`src/hdl/ssld_pkg.sv`:
```
// ----------------------------------------------------------------------------
// ssld_pkg
// Shared types and constants of the segmented sprite line decoder.
// ----------------------------------------------------------------------------
package ssld_pkg;

  localparam int unsigned CoordW = 12;
  localparam int unsigned CfgIdxW = 3;
  localparam int unsigned CfgDataW = 12;

  typedef enum logic [CfgIdxW-1:0] {
    CfgImgWidth  = 3'd0,
    CfgImgHeight = 3'd1,
    CfgFirstLine = 3'd2,
    CfgClipXLo   = 3'd3,
    CfgClipXHi   = 3'd4,
    CfgClipYLo   = 3'd5,
    CfgClipYHi   = 3'd6,
    CfgFlipMode  = 3'd7
  } cfg_idx_e;

  typedef struct packed {
    logic [11:0] img_width;
    logic [11:0] img_height;
    logic [11:0] first_line;
    logic [11:0] clip_x_lo;
    logic [11:0] clip_x_hi;
    logic [11:0] clip_y_lo;
    logic [11:0] clip_y_hi;
    logic [1:0]  flip_mode;
  } cfg_t;

  typedef struct packed {
    logic [7:0] data_byte;
    logic       last_byte;
  } in_item_t;

  typedef struct packed {
    logic        pixel_valid;
    logic [11:0] pixel_x;
    logic [11:0] pixel_y;
    logic [15:0] color;
    logic [7:0]  alpha;
    logic        image_done;
    logic        overflow;
  } out_item_t;

  // Front-to-back command: one candidate pixel, a segment header or an end-of-image marker.
  typedef struct packed {
    logic              pix;       // candidate pixel
    logic              from_buf;  // color comes from the segment buffer
    logic [12:0]       col;       // unsigned column before flip and clipping
    logic [11:0]       row_out;   // row minus clip_y_lo
    logic [15:0]       color;
    logic [7:0]        alpha;
    logic [11:0]       buf_idx;
    logic [15:0]       seg_id;    // row stop scope
    logic              last;
    logic              overflow;
  } cmd_t;

  localparam logic [7:0]  AlphaOpaque = 8'd255;

endpackage

```
`src/hdl/ssld_front.sv`:
```
// ----------------------------------------------------------------------------
// ssld_front
// Parses the segment stream, tracks rows and buffers alpha-segment pixels.
// ----------------------------------------------------------------------------
module ssld_front #(
  parameter int unsigned SegBufDepth = 1024
) (
  input  logic              clk_i,
  input  logic              rst_ni,
  input  ssld_pkg::cfg_t    cfg_i,
  input  logic              in_valid_i,
  input  ssld_pkg::in_item_t in_item_i,
  output logic              in_ready_o,
  output logic              cmd_valid_o,
  output ssld_pkg::cmd_t    cmd_o,
  input  logic              cmd_ready_i,
  output logic              wr_en_o,
  output logic [$clog2(SegBufDepth)-1:0] wr_addr_o,
  output logic [15:0]       wr_data_o
);
  localparam int unsigned AddrW = $clog2(SegBufDepth);

  logic [31:0] hdr_q, hdr_d;
  logic [17:0] pos_q, pos_d;
  logic [12:0] line_q, line_d;
  logic [7:0]  low_q, low_d;
  logic        vis_q, vis_d, istop_q, istop_d, first_q, first_d, ovf_q, ovf_d;
  logic [11:0] rowo_q, rowo_d;
  logic [15:0] seg_q, seg_d;
  logic [15:0] k_q, k_d;       // pixel/alpha index within segment
  logic        phase_q, phase_d; // 0 pixel bytes, 1 alpha bytes
  logic [17:0] rem_q, rem_d;   // bytes left in segment after header

  logic        acc;
  logic [7:0]  b;
  logic [31:0] hdr_full;
  logic        keep, has_a;
  logic [15:0] wdt;
  logic [12:0] ln0, ln1;
  logic signed [13:0] r;
  logic        in_hdr, last_seg_byte;
  ssld_pkg::cmd_t c;
  logic        emit;

  assign in_ready_o = cmd_ready_i;
  assign acc = in_valid_i & in_ready_o;
  assign b = in_item_i.data_byte;
  assign in_hdr = (pos_q < 18'd4);
  assign hdr_full = {b, hdr_q[23:0]};
  assign keep = hdr_full[14];
  assign has_a = hdr_full[15];
  assign wdt = hdr_full[31:16];

  always_comb begin
    hdr_d = hdr_q; pos_d = pos_q; line_d = line_q; low_d = low_q;
    vis_d = vis_q; istop_d = istop_q; first_d = first_q; ovf_d = ovf_q;
    rowo_d = rowo_q; seg_d = seg_q; k_d = k_q; phase_d = phase_q; rem_d = rem_q;
    ln0 = line_q; ln1 = line_q; r = '0;
    c = '0; emit = 1'b0; last_seg_byte = 1'b0;
    wr_en_o = 1'b0; wr_addr_o = k_q[AddrW-1:0]; wr_data_o = {b, low_q};
    if (in_hdr) begin
      hdr_d = hdr_q | (32'(b) << {pos_q[1:0], 3'b000});
      pos_d = pos_q + 18'd1;
      if (pos_q == 18'd3) begin
        ln0 = first_q ? (keep ? {1'b0, cfg_i.first_line} : 13'h1FFF) : line_q;
        ln1 = keep ? ln0 : ln0 + 13'd1;
        line_d = ln1; first_d = 1'b0;
        vis_d = 1'b0; seg_d = seg_q + 16'd1;
        k_d = '0; phase_d = 1'b0; low_d = low_q;
        rem_d = (has_a ? 18'(wdt) * 18'd3 : {1'b0, wdt, 1'b0}) + 18'(hdr_full[13:12]);
        if (has_a && wdt > 16'(SegBufDepth)) ovf_d = 1'b1;
        if (cfg_i.flip_mode[1]) r = 14'({2'b00, cfg_i.img_height}) - $signed({ln1[12], ln1}) - 14'sd1;
        else r = $signed({ln1[12], ln1});
        rowo_d = r[11:0] - cfg_i.clip_y_lo;
        if (!istop_q) begin
          if (cfg_i.flip_mode[1]) begin
            if (r > $signed({2'b00, cfg_i.clip_y_hi})) vis_d = 1'b0;
            else if (r < $signed({2'b00, cfg_i.clip_y_lo})) istop_d = 1'b1;
            else vis_d = 1'b1;
          end else begin
            if (r < $signed({2'b00, cfg_i.clip_y_lo})) vis_d = 1'b0;
            else if (r > $signed({2'b00, cfg_i.clip_y_hi})) istop_d = 1'b1;
            else vis_d = 1'b1;
          end
        end
        if (rem_d == 18'd0) begin
          last_seg_byte = 1'b1;
        end
      end
    end else begin
      rem_d = rem_q - 18'd1;
      if (rem_q == 18'd1) last_seg_byte = 1'b1;
      if (!phase_q && k_q < hdr_q[31:16]) begin
        if (!pos_q[0]) low_d = b;
        else begin
          if (hdr_q[15]) begin
            wr_en_o = k_q < 16'(SegBufDepth);
          end else begin
            c.pix = vis_q & ~istop_q; c.from_buf = 1'b0;
            c.color = {b, low_q}; c.alpha = ssld_pkg::AlphaOpaque;
          end
          c.col = 13'(hdr_q[11:0]) + k_q[12:0];
          if (k_q + 16'd1 == hdr_q[31:16]) begin
            k_d = '0; phase_d = 1'b1;
          end else k_d = k_q + 16'd1;
        end
        pos_d = pos_q + 18'd1;
      end else if (hdr_q[15] && k_q < hdr_q[31:16]) begin
        c.pix = vis_q & ~istop_q & (k_q < 16'(SegBufDepth));
        c.from_buf = 1'b1; c.alpha = b;
        c.col = 13'(hdr_q[11:0]) + k_q[12:0];
        k_d = k_q + 16'd1;
      end else begin
        k_d = hdr_q[31:16];
        phase_d = 1'b1;
      end
    end
    c.buf_idx = 12'(k_q[AddrW-1:0]);
    c.row_out = rowo_d;
    c.seg_id = seg_d;
    c.last = in_item_i.last_byte;
    c.overflow = ovf_d;
    // header command opens the row stop scope of the new segment
    emit = c.pix | c.last | (in_hdr && pos_q == 18'd3);
    if (last_seg_byte) begin
      pos_d = '0; hdr_d = '0;
    end
    if (in_item_i.last_byte) begin
      hdr_d = '0; pos_d = '0; line_d = '0; low_d = '0; vis_d = 1'b0;
      istop_d = 1'b0; first_d = 1'b1; ovf_d = 1'b0; seg_d = seg_q + 16'd1;
    end
    if (!acc) wr_en_o = 1'b0;
    cmd_valid_o = acc & emit;
    cmd_o = c;
  end

  always_ff @(posedge clk_i or negedge rst_ni) begin
    if (!rst_ni) begin
      hdr_q <= '0; pos_q <= '0; line_q <= '0; low_q <= '0;
      vis_q <= 1'b0; istop_q <= 1'b0; first_q <= 1'b1; ovf_q <= 1'b0;
      rowo_q <= '0; seg_q <= '0; k_q <= '0; phase_q <= 1'b0; rem_q <= '0;
    end else if (acc) begin
      hdr_q <= hdr_d; pos_q <= pos_d; line_q <= line_d; low_q <= low_d;
      vis_q <= vis_d; istop_q <= istop_d; first_q <= first_d; ovf_q <= ovf_d;
      rowo_q <= rowo_d; seg_q <= seg_d; k_q <= k_d; phase_q <= phase_d; rem_q <= rem_d;
    end
  end
endmodule

```
`config.mk`:
```
export PLATFORM = sky130hd
export DESIGN_NAME = ssld_front
export DESIGN_NICKNAME = d
export VERILOG_FILES = /design/src/hdl/ssld_pkg.sv /design/src/hdl/ssld_front.sv
export SDC_FILE = /design/constraint.sdc
export NUM_CORES = 1
export LEC_CHECK = 0
export BUFFER_PORTS_ARGS = -buffer_cell sky130_fd_sc_hd__buf_2
export CELL_PAD_IN_SITES_DETAIL_PLACEMENT = 2
export CELL_PAD_IN_SITES_GLOBAL_PLACEMENT = 2
export CORE_UTILIZATION = 30
export DETAILED_ROUTE_END_ITERATION = 8
export GPL_TIMING_DRIVEN = 0
export PLACE_DENSITY_LB_ADDON = 0.12
export SLEW_MARGIN = 25
export SYNTH_ARGS = -nofsm -noshare
export SYNTH_HDL_FRONTEND = slang
export SYNTH_SLANG_ARGS = --single-unit
```
`constraint.sdc`:
```
create_clock -name clk_i -period 5.58 [get_ports clk_i]
set_clock_uncertainty 0.1 [all_clocks]
set_input_delay 0 -clock clk_i [delete_from_list [all_inputs] [get_ports clk_i]]
set_output_delay 0 -clock clk_i [all_outputs]
set_load 0.01 [all_outputs]
```
==> results of run 1 <==
[area by class of cell]
class	instances	area [um^2]
antenna	2	5.005
buffer	98	573.1
clock buffer	19	442.9
clock inverter	13	216.5
fill	4791	25760
inverter	91	341.6
multi-input combinational	1251	8362
sequential	138	3456
tap	532	665.6
timing repair buffer	192	1099
[cell families after synthesis]
family	count (synthesis)
and+or+nand+nor	610
xor gates and xnor gates	108
other	1
muxes	23
AOI/OAI and AO/OA	405
adders and majority gates	103
buffers and inverters	191
DFF	138
[routing by layer]
metal | GRT usage (%) | routed length (um)
met5 | 0 | 0
met4 | 7.773 | 1317
met3 | 4.767 | 2328
met2 | 43.43 | 25550
met1 | 30.44 | 22330
[synthesized netlist by cell type (23+ instances only)]
cell,number
sky130_fd_sc_hd__nand3_1,40
sky130_fd_sc_hd__buf_4,32
sky130_fd_sc_hd__clkbuf_1,48
sky130_fd_sc_hd__a21oi_1,131
sky130_fd_sc_hd__xnor2_1,72
sky130_fd_sc_hd__inv_1,91
sky130_fd_sc_hd__ha_1,98
sky130_fd_sc_hd__nor2_1,146
sky130_fd_sc_hd__nor4_1,23
sky130_fd_sc_hd__and3_1,31
sky130_fd_sc_hd__dfrtp_1,137
sky130_fd_sc_hd__nor3_1,54
sky130_fd_sc_hd__o21ai_0,92
sky130_fd_sc_hd__nand2_1,181
sky130_fd_sc_hd__xor2_1,36
[layout by cell type (no fill, tap or decap), types with 15 or more instances in the layout]
master / count
sky130_fd_sc_hd__and2_1: 15
sky130_fd_sc_hd__ha_1: 94
sky130_fd_sc_hd__clkbuf_1: 44
sky130_fd_sc_hd__o21ai_0: 77
sky130_fd_sc_hd__nand2b_1: 16
sky130_fd_sc_hd__a21oi_1: 125
sky130_fd_sc_hd__o22ai_1: 16
sky130_fd_sc_hd__nand4_1: 21
sky130_fd_sc_hd__nor3_1: 51
sky130_fd_sc_hd__nor4_1: 23
sky130_fd_sc_hd__dfrtp_1: 136
sky130_fd_sc_hd__nand3_1: 40
sky130_fd_sc_hd__nor2_1: 145
sky130_fd_sc_hd__inv_1: 91
sky130_fd_sc_hd__nor2b_1: 18
sky130_fd_sc_hd__xor2_1: 35
sky130_fd_sc_hd__xnor2_1: 72
sky130_fd_sc_hd__o22a_1: 17
sky130_fd_sc_hd__nand2_1: 180
sky130_fd_sc_hd__and3_1: 31
sky130_fd_sc_hd__buf_4: 43
sky130_fd_sc_hd__clkbuf_16: 17
sky130_fd_sc_hd__buf_2: 169
[state kept, by name, indices dropped and copies added, names as in the netlist]
signal   cells
phase_q      1
rem_q       18
istop_q      1
ovf_q        1
line_q      13
first_q      1
seg_q       16
pos_q       18
rowo_q      12
low_q        8
k_q         16
vis_q        1
hdr_q       32
[critical path: cells and delay by family (launching register included)]
family                   cells  cell delay, ps
AO/OA/AOI/OAI                9            1700
XOR/XNOR                     2             380
adder cells (fa/ha/maj)      3             890
buffers and inverters        2             250
flip-flops                   1             580
multiplexers                 1             230
AND/OR/NAND/NOR              7             760
[worst max path at each step]
stage / to / slack, ps / startpoint
final: cmd_o[63] / 230 / first_q$_DFFE_PN1P_
after global routing: cmd_o[63] / -20 / first_q$_DFFE_PN1P_
after CTS: cmd_o[64] / 2 / first_q$_DFFE_PN1P_
after detailed placement: istop_q$_DFFE_PN0P_ / -1720 / first_q$_DFFE_PN1P_
after global placement: istop_q$_DFFE_PN0P_ / -1410 / first_q$_DFFE_PN1P_
after floorplan: istop_q$_DFFE_PN0P_ / 80 / first_q$_DFFE_PN1P_
[what timing repair did]
action / in CTS / in global routing
hold buffers: 13 / 0
pin swaps: 11 / 13
endpoints found under the setup margin: 72 / 52
endpoints found under the hold margin: 156 / 0
gates resized for setup: 56 / 34
setup buffers: 7 / 4
[per-stage QoR]
step | cells | cell area, um^2 | total power, uW | hold slack [ps]
after floorplan | 1580 | 12460 | 4008 | -395.6
after global placement | 2279 | 13960 | 5079 | 89.56
after detailed placement | 2280 | 14010 | 5245 | -111.6
after CTS | 2330 | 15000 | 6789 | 3.172
after global routing | 2334 | 15160 | 7406 | 3.212
final | 2336 | 15160 | 6867 | -0.9459
[power breakdown]
group / leakage, uW / switching, uW / total [uW] / internal (uW)
clock: 0.000310 / 501 / 1310 / 810
sequential: 0.00186 / 271 / 1470 / 1190
combinational: 0.00485 / 2450 / 4090 / 1640
total: 0.00702 / 3220 / 6870 / 3640
==> results.txt, run 1 <==
- The run finished, with violations left.
* Violations in the final reports: hold timing
- X dimension of the die: 205.8 um
* Final core utilization: 37.05%
- For this design the static power due to leakage is 0.007018 uW.
- In the routed layout, each cell is associated on average with a via count of 5.461.
- R2r setup slk: 360 ps
- Yosys warnings: 0
* Power per unit of standard cell area: 452.9 mW/mm^2
- Global routing used 24.81% of the available tracks.
* Total core area: 0.04092 mm^2
* Share of final-layout standard cells stronger than drive strength 1: 18.70%
- Setup repair after global routing could not meet its margin everywhere.
* Cell taking the most area after synthesis: sky130_fd_sc_hd__dfrtp_1
* Ratio of final minimum period to clock period: 95.81%
- The synthesized design contains 138 register bits.
* Worst setup EP type: output pin
* Final sum of negative setup slack: 0 ps
* Worst skew pair latency: 450 ps
- Number of enable flip-flop cells after synthesis: 0
- No sink is reached through more buffers than the 2 on the longest clock path.
- The first global-routing pass estimated 79.93 mm of wire.
* Xor/xnor share of the synthesized area: 7.592%
- OpenSTA, run right after detailed placement, puts the worst setup slack at -1716 ps.
- Vias in the first global route: 13620
* Highest clock rate: 0.1870 GHz
* Total Routed Length: 51.52 mm
- The floorplan step set the die height to 205.8 um.
* Arrival time of data at the critical path endpoint: 5250 ps
- The initial antenna violation count is 6.
- Number of failing hold endpoints at the final stage: 1
- After floorplanning, the core was divided into 74 placement rows.
* Worst-path clk slew: 60 ps
- Routability Congestion: 0.8540
- Of the total synthesized cell area, the portion taken by full adders, half adders and majority gates is 10.64%.
* Post-synth top area share: 27.52%
- STA classifies the critical path startpoint as a flip-flop.
- Relative to the synthesized area, the layout overhead comes to 21.68%.
- Summed over all layers, the global routing overflow is 0.
- R2r startpoint: hdr_q[15]$_DFFE_PN0P_
- Die Footprint: 0.04235 mm^2
* Per-instance average area after synthesis: 7.891 um^2
* Area fraction in compound gates after synthesis: 20.91%
- Post-synthesis cell count: 1579
* Cell with the largest stage delay on the worst path: sky130_fd_sc_hd__dfstp_2
* Pin count of the biggest net entering global routing: 83
- After Yosys synthesis, and, or, nand and nor cells account for 24.12% of the synthesized area.
* Fraction of the yosys area taken by sequential cells: 27.73%
- For this run, design rule violations remaining after detail routing come to 0.
- Min setup slack post-route: 233.8 ps
- For this run, the leading register cell type out of synthesis is sky130_fd_sc_hd__dfrtp_1.
* Max Transition Viols Final: 0
* Transition at the pin with the smallest max-transition slack: 1086 ps
* Routed Antenna Nets: 0
- The first detailed-routing pass took 5 iterations.
- HP Class: in2async
- Kind of critical path: reg2out
- Number of violations of the max-capacitance limit: 0
* Total via count after detailed routing: 12760
- H-Tree Depth: 4
- Max VDD drop: 0.2479 mV
- After the first detailed-routing iteration, the DRC count stood at 603.
* Nets: 1991
- Async set-or-reset flop fraction in the synthesized netlist: 100.0%
- 209 I/O pins were placed.
- Number of cells on the worst reg-to-reg path: 21
- R2r endpoint: hdr_q[14]$_DFFE_PN0P_
- STA puts the critical path data required time at 5480 ps.
* Number of clock sinks: 138
- Combined area of all synthesized cells: 0.01246 mm^2
* Post-synth cell types: 84
* Minimum hold slack: -0.9459 ps
- On the worst path, the slowest cell contributes a delay of 580 ps.
* List of cells traversed by the critical path: buf_12 -> nand2_2 -> o22a_1 -> ha_4 -> nand2b_4 -> nor2_1 -> a211o_1 -> ha_4 -> a21oi_2 -> nand2b_1 -> a21oi_1 -> nor2_1 -> xnor2_1 -> nand2_1 -> o21ai_2 -> ha_1 -> a21boi_1 -> o21ai_2 -> a21boi_2 -> o21ai_0 -> nor2b_1 -> xnor2_1 -> mux2_2 -> buf_2
- Slew headroom: 27.10%
- Starting density of the core: 30.45%
* Setup violators final: 0
* Clock Root Buffer: sky130_fd_sc_hd__clkbuf_16
- Dominant combinational cell family by area after synthesis: simple AND/OR/NAND/NOR gates
- The HPWL after detailed placement is 39.90 mm.
- The clock period could shrink to 5346 ps.
- Maximum fanout along the worst path: 6
* Multiplexer share of the synthesized area: 1.978%
- Per-cell routed wire length: 22.06 um
- Total clock buffers created by CTS: 17
- # port buffers: 167
- Ranked by total cell area, the synthesized netlist is headed by sky130_fd_sc_hd__dfrtp_1 (28%), sky130_fd_sc_hd__ha_1 (9.8%), sky130_fd_sc_hd__nand2_1 (5.5%).
- TritonCTS built the clock tree.
Note: power is estimated with default switching activity, not from simulation.
==> run 2, diff against run 1 <==
--- a/config.mk
+++ b/config.mk
@@ -5,13 +5,14 @@
 export SDC_FILE = /design/constraint.sdc
 export NUM_CORES = 1
 export LEC_CHECK = 0
-export BUFFER_PORTS_ARGS = -buffer_cell sky130_fd_sc_hd__buf_2
+export BUFFER_PORTS_ARGS = -buffer_cell sky130_fd_sc_hd__clkbuf_2
 export CELL_PAD_IN_SITES_DETAIL_PLACEMENT = 2
 export CELL_PAD_IN_SITES_GLOBAL_PLACEMENT = 2
 export CORE_UTILIZATION = 30
 export DETAILED_ROUTE_END_ITERATION = 8
 export GPL_TIMING_DRIVEN = 0
 export PLACE_DENSITY_LB_ADDON = 0.12
+export RECOVER_POWER = 100
 export SLEW_MARGIN = 25
 export SYNTH_ARGS = -nofsm -noshare
 export SYNTH_HDL_FRONTEND = slang
==> run 2 against run 1 <==
  * The run ends with hold timing, capacitance limit, slew limit left
  * Maximum frequency up 0.98%
  * Worst setup slack better by 52 ps
  * First-iteration DRC count down 9.5%
  * Die area unchanged
  * Final cell count about the same
  * Final area down 0.57%
  * Critical path depth up 2
  * Combinational power up 2%
  * Core utilization down 0.21 points
==> results.txt, run 2 (synthesis gave the netlist of run 1 again) <==
- In the global route stage, overall resource usage came out at 24.94%.
* Overflow left after global routing: 0
- TritonCTS built the clock tree.
- Share of final-layout standard cells stronger than drive strength 1: 16.52%
* R2r startpoint: hdr_q[15]$_DFFE_PN0P_
- Violations in the final reports: hold timing, capacitance limit, slew limit
- Combinational logic is responsible for 60.5% of the overall power.
- Final sum of negative setup slack: 0 ps
- The H-tree was split into 4 levels.
* Arrival time of data at the critical path endpoint: 5190 ps
- The hold violation count in the final report came to 1.
- At the end of the flow, the number of nets in the layout was 1993.
- The max-slew violation count is 155.
- # port buffers: 167
- Summed over all layers, the routed wires come to 51.91 mm.
* Top cell by count, worst path: sky130_fd_sc_hd__ha_4
- Once the floorplan was initialized, standard cells occupied 30.45% of the core.
- Per-cell routed wire length: 22.21 um
- The setup check on the worst reg-to-reg path leaves a slack of 300 ps.
- The longest clock path from root to sink contains 2 buffers.
- The die covers 0.04235 mm^2.
* Number of vias per cell: 5.454
* Detailed-route DRC error count: 0
* Die Y: 205.8 um
* Slew headroom: -111.8%
- Most common cell after layout, fill and taps aside: sky130_fd_sc_hd__nand2_1
- Timing would allow up to 0.1889 GHz.
- The clock drives 138 sinks.
- The worst path uses 94.88% of the clock period.
* X dimension of the die: 205.8 um
- The worst hold path begins at cfg_i[57].
- Power per unit of standard cell area: 458.8 mW/mm^2
* Routed Antenna Nets: 0
* Worst skew pair latency: 450 ps
- Pin count of the biggest net entering global routing: 54
- Setup violations remaining at the end of the flow were counted as 0.
- The register with the most flip-flops in the layout has 32 of them.
* Area growth syn-to-layout: 20.99%
* Minimum period implied by the final worst setup slack: 5294 ps
* Number of cells on the worst reg-to-reg path: 20
* Top library cells by usage in the layout, fill and taps aside: sky130_fd_sc_hd__nand2_1 (180), sky130_fd_sc_hd__nor2_1 (144), sky130_fd_sc_hd__dfrtp_1 (136), sky130_fd_sc_hd__a21oi_1 (125), sky130_fd_sc_hd__clkbuf_2 (123)
* Starting DRC count in detailed routing: 546
- Worst-path clk slew: 60 ps
- The tool flagged a number of max-cap violations equal to 5.
- Largest registers: hdr_q: 32 flops, pos_q: 18 flops, rem_q: 18 flops
* Transition at the pin with the smallest max-transition slack: 3177 ps
* Worst setup EP type: output pin
* Cell with the largest stage delay on the worst path: sky130_fd_sc_hd__dfstp_2
- The floorplan step defined a core boundary enclosing 0.04092 mm^2.
- R2r endpoint: hdr_q[8]$_DFFE_PN0P_
- Largest stage delay on the critical path: 560 ps
* Max VDD drop: 0.2598 mV
* Total internal power: 3670 uW
- Pre-antenna DRT Iters: 5
- Reported leakage power: 0.006774 uW
* Final standard cell area without fillers: 0.01507 mm^2
- Switching power: 3247 uW
- At the end of routability-driven placement, the weighted congestion stood at 0.8405.
* HP Class: in2reg
- Worst Setup Start Kind: flip-flop
- Antenna violations before repair: 6
* CP required: 5480 ps
* Reg power frac: 21.2%
- Row generation in the floorplan step produced 74 rows.
- Clock Root Buffer: sky130_fd_sc_hd__clkbuf_16
- End point of the most critical hold path: line_q[7]$_DFFE_PN0P_
- The first global-routing pass estimated 80.13 mm of wire.
- Final core utilization: 36.84%
* Vias in the first global route: 13680
- Total cell area at the placement stage: 0.01403 mm^2
- Of the total power, the share spent switching nets is 46.94%.
- Total via count after detailed routing: 12750
- Clock Power Share: 18.3%
- IO Count: 209
- Ranked by flip-flop count, first place goes to hdr_q.
- Post-detail-place hpwl: 40.18 mm
* Total clock buffers created by CTS: 17
* Status: finished with violations
- Minimum hold slack: -8.337 ps
- Of all nets on the critical path, the largest fanout is 10.
- Kind of critical path: reg2out
- Worst hold path stage count: 4
## run 2: worst max-delay path by stage
stage | startpoint | to
6_report | first_q$_DFFE_PN1P_ | cmd_o[65]
5_1_grt | first_q$_DFFE_PN1P_ | cmd_o[65]
4_1_cts | first_q$_DFFE_PN1P_ | cmd_o[64]
3_5_place_dp | first_q$_DFFE_PN1P_ | istop_q$_DFFE_PN0P_
3_3_place_gp | first_q$_DFFE_PN1P_ | istop_q$_DFFE_PN0P_
2_1_floorplan | first_q$_DFFE_PN1P_ | istop_q$_DFFE_PN0P_
## run 2: layer usage
layer / GRT usage, % / up-vias / share of wire (%)
li1: - / 6014 / -
met1: 30.72 / 6466 / 44
met2: 44.32 / 220 / 50
met3: 4.355 / 47 / 4.0
met4: 6.801 / 0 / 2.0
met5: 0 / - / 0
## run 2: timing repair
item,CTS,global route
setup endpoints to repair,73,55
hold buffers,11,0
endpoints found under the hold margin,147,0
buffers inserted,9,5
resized for setup,53,43
pin swaps,9,11
## run 2: worst max-delay path: cells and delay by family (launching register included)
family                   cells  cell delay [ps]
multiplexers                 1              270
AO/OA/AOI/OAI               10             1420
adder cells (fa/ha/maj)      3              650
AND/OR/NAND/NOR              6              940
XOR/XNOR                     2              300
buffers and inverters        4              590
flip-flops                   1              560
## run 2: final cells by class
cell class | count | area [um^2]
antenna | 1 | 2.502
clock buffer | 21 | 470.5
inverter | 91 | 341.6
sequential | 138 | 3456
fill | 4815 | 25850
clock inverter | 11 | 167.7
timing repair buffer | 194 | 1008
tap | 532 | 665.6
buffer | 98 | 565.5
multi-input combinational | 1251 | 8397
## run 2: metrics by stage
step	instances	total power, uW	worst slack, ps
floorplan	1580	4008	77.75
global placement	2279	5080	-1409
detailed placement	2281	5261	-1606
CTS	2331	6800	-11.20
global route	2336	7452	-32.56
finish	2337	6916	285.8
## run 2: power groups by stage
stage               combinational [uW]  clock (uW)  sequential, uW
floorplan                         2630           0            1370
global placement                  3610           0            1470
detailed placement                3780           0            1480
CTS                               4040        1290            1470
global route                      4630        1330            1500
finish                            4180        1270            1470
==> run 3, diff against run 2 <==
--- a/config.mk
+++ b/config.mk
@@ -5,10 +5,12 @@
 export SDC_FILE = /design/constraint.sdc
 export NUM_CORES = 1
 export LEC_CHECK = 0
+export ABC_CLOCK_PERIOD_IN_PS = 5580
 export BUFFER_PORTS_ARGS = -buffer_cell sky130_fd_sc_hd__clkbuf_2
 export CELL_PAD_IN_SITES_DETAIL_PLACEMENT = 2
 export CELL_PAD_IN_SITES_GLOBAL_PLACEMENT = 2
-export CORE_UTILIZATION = 30
+export CORE_UTILIZATION = 31
+export CTS_BUF_LIST = sky130_fd_sc_hd__clkbuf_4
 export DETAILED_ROUTE_END_ITERATION = 8
 export GPL_TIMING_DRIVEN = 0
 export PLACE_DENSITY_LB_ADDON = 0.12
==> run 3 against run 2 <==
  * The run ends with capacitance limit, slew limit left
  * Power is 3.8% lower
  * Sequential power hardly changed
  * Hold slack better by 57 ps
  * Die area is 3.2% lower
  * Clock power is 41% lower
  * Sequential share of layout area is 0.34 points lower
  * Register-to-register slack hardly changed
  * Critical path depth stayed put
  * Critical path type unchanged
  * Highest routed layer unchanged
==> results.txt, run 3 (synthesis gave the netlist of run 1 again) <==
- Nets: 2038
- CTS tree: yes
- Worst Setup Slack post-DPL: -1649 ps
- The number of global-route vias before repair is 13970.
- Setup violators final: 0
- Hold timing on the final database bottoms out at a slack of 48.29 ps.
* Detailed-route DRC error count: 0
- Counting the buffers created by CTS gives 17.
- Worst setup EP type: output pin
* Slew headroom: -195.7%
- Clock Power Share: 11.2%
- Minimum period implied by the final worst setup slack: 5412 ps
* Antenna violations before repair: 2
* GR peak layer: met2
- Highest clock rate: 0.1848 GHz
- Clock tree synthesis found a total of 138 sinks.
- Maximum fanout along the worst path: 7
- Leaving out fill and tap cells, the most frequent cell in the layout is sky130_fd_sc_hd__nand2_1.
- At the end of routability-driven placement, the weighted congestion stood at 0.8296.
- Summing all non-filler instances in the final layout gives an area of 0.01530 mm^2.
- Power, Total: 6657 uW
- Buffers and inverters on the worst path: 4
* Met2 GRT Util: 45.06%
* CP top delay family: compound AO/OA/AOI/OAI gates
- Max VDD drop: 0.2505 mV
- Summed over all cells, the static leakage comes to 0.006798 uW.
- Transition at the pin with the smallest max-transition slack: 4436 ps
- Min setup slack post-route: 168.4 ps
* Kind of critical path: reg2out
- Overflow left after global routing: 0
- In this run, the number of DRC markers left after iteration 0 of detailed routing was 525.
- Entering global routing, the biggest net connects 73 pins.
- Clock latency on the worst-skew pair, taken at its later pin, is 630 ps.
* Die Y: 202.5 um
- Switching power share of the total: 49.77%
- The max-slew violation count is 72.
- The run finished, with violations left.
* Clock Root Buffer: sky130_fd_sc_hd__clkbuf_4
- The first detailed-routing pass ran for 5 iterations.
- Final core utilization: 38.51%
* Reg power frac: 22.0%
* Largest stage delay on the critical path: 430 ps
- Number of flip-flops in the largest register: 32
- Detailed routing inserted a total of 13030 vias.
- In the final routed layout, each cell accounts on average for 22.31 um.
- The die covers 0.04100 mm^2.
* Routed Antenna Nets: 0
- Fraction of power consumed by combinational cells: 66.8%
- The routed design has 52.99 mm of wire.
- The H-tree generated during clock tree synthesis spans 4 levels.
* Number of vias per cell: 5.488
* Global-route wire length before repair: 81.01 mm
- X dimension of the die: 202.5 um
- The internal portion of the total power is 3344 uW.
- Worst-path clk slew: 160 ps
- Area growth syn-to-layout: 22.81%
- After legalization and detailed placement, the total HPWL measured 39.81 mm.
* Share of final-layout standard cells stronger than drive strength 1: 17.25%
- CP required: 5480 ps
- Number of buffers between clock root and the deepest sink: 2
* Top library cells by usage in the layout, fill and taps aside: sky130_fd_sc_hd__nand2_1 (180), sky130_fd_sc_hd__nor2_1 (143), sky130_fd_sc_hd__dfrtp_1 (136), sky130_fd_sc_hd__a21oi_1 (121), sky130_fd_sc_hd__clkbuf_1 (106)
* Switching power: 3313 uW
- Data arrives at the worst endpoint at 5310 ps.
- The checks that failed: capacitance limit, slew limit.
- The slowest stage of the critical path is the sky130_fd_sc_hd__dfstp_2 cell.
- Starting density of the core: 31.36%
* FP Rows: 73
- In the global route stage, met1 resource usage came out at 31.12%.
- Number of violations of the max-capacitance limit: 1
- Total core area: 0.03973 mm^2
* # port buffers: 167
- Dividing total power by cell area gives a power density of 435.1 mW/mm^2.
- Dividing the final minimum period by the clock period gives 96.98%.
- Biggest register: hdr_q
* Met3 track demand over resource: 4.880%
- In this run the worst hold path is classified as in2reg.
* Worst Setup Start Kind: flip-flop
* GRT Util Overall: 25.59%
- The hold violation count in the final report is 0.
* Largest registers: hdr_q: 32 flops, pos_q: 18 flops, rem_q: 18 flops
- The placed instances occupy a cell area of 0.01402 mm^2.
* IO Count: 209
run 3: cell count changes in the layout (fill, tap and decap cells not counted), sizes merged:
cell,change
dlygate4sd3,+28
buf,+21
clkbuf,-6
bufinv,-2
clkinv,+2
inv,+2
run 3: path summary, 6_finish.rpt:
check,start,end,slack (ps),depth (start not counted)
hold / removal,cfg_i[62],rowo_q[0]$_DFFE_PN0P_,50,5
hold reg to reg,vis_q$_DFFE_PN0P_,vis_q$_DFFE_PN0P_,390,2
setup / recovery,first_q$_DFFE_PN1P_,cmd_o[65],170,26
setup reg to reg,hdr_q[15]$_DFFE_PN0P_,hdr_q[9]$_DFFE_PN0P_,300,21
min in group asynchronous,rst_ni,rem_q[11]$_DFFE_PN0P_,2050,4
max in group asynchronous,rst_ni,vis_q$_DFFE_PN0P_,840,4
run 3: metal layers:
layer	wire length [um]	part of all wire, %	vias up
li1	-	-	6112
met1	23120	44	6627
met2	26350	50	233
met3	2280	4.3	61
met4	1241	2.3	0
met5	0	0	-
run 3: worst min-delay path: cells and delay by family:
family / cells / cell delay, ps
AOI/OAI and AO/OA: 2 / 180
adders and majority gates: 2 / 470
buffers and inverters: 1 / 90
run 3: area by class of cell:
type	instances	area [um^2]
Antenna cell	1	2.502
Buffer	98	578.1
Clock buffer	19	142.6
Clock inverter	13	145.1
Fill cell	4668	24430
Inverter	91	341.6
Multi-Input combinational cell	1251	8536
Sequential cell	138	3456
Tap cell	525	656.9
Timing Repair Buffer	239	1443
run 3: power by group through the flow:
stage	clock, uW	sequential [uW]	combinational (uW)
floorplan	0	1370	2630
global placement	0	1470	3600
detailed placement	0	1480	3770
finish	744	1470	4450
global route	803	1500	4890
CTS	776	1460	4120
run 3: metrics by stage:
stage	cells	setup TNS [ps]
2_1_floorplan	1580	0
3_3_place_gp	2272	-35730
3_5_place_dp	2274	-48330
4_1_cts	2353	0
5_1_grt	2375	-122.0
6_report	2375	0
run 3: what timing repair did:
| action | 4_1_cts | 5_1_grt |
|---|---|---|
| setup buffers | 12 | 20 |
| endpoints found under the setup margin | 73 | 51 |
| endpoints found under the hold margin | 185 | 1 |
| gates resized for setup | 73 | 54 |
| pin swaps | 10 | 27 |
| hold buffers | 37 | 1 |
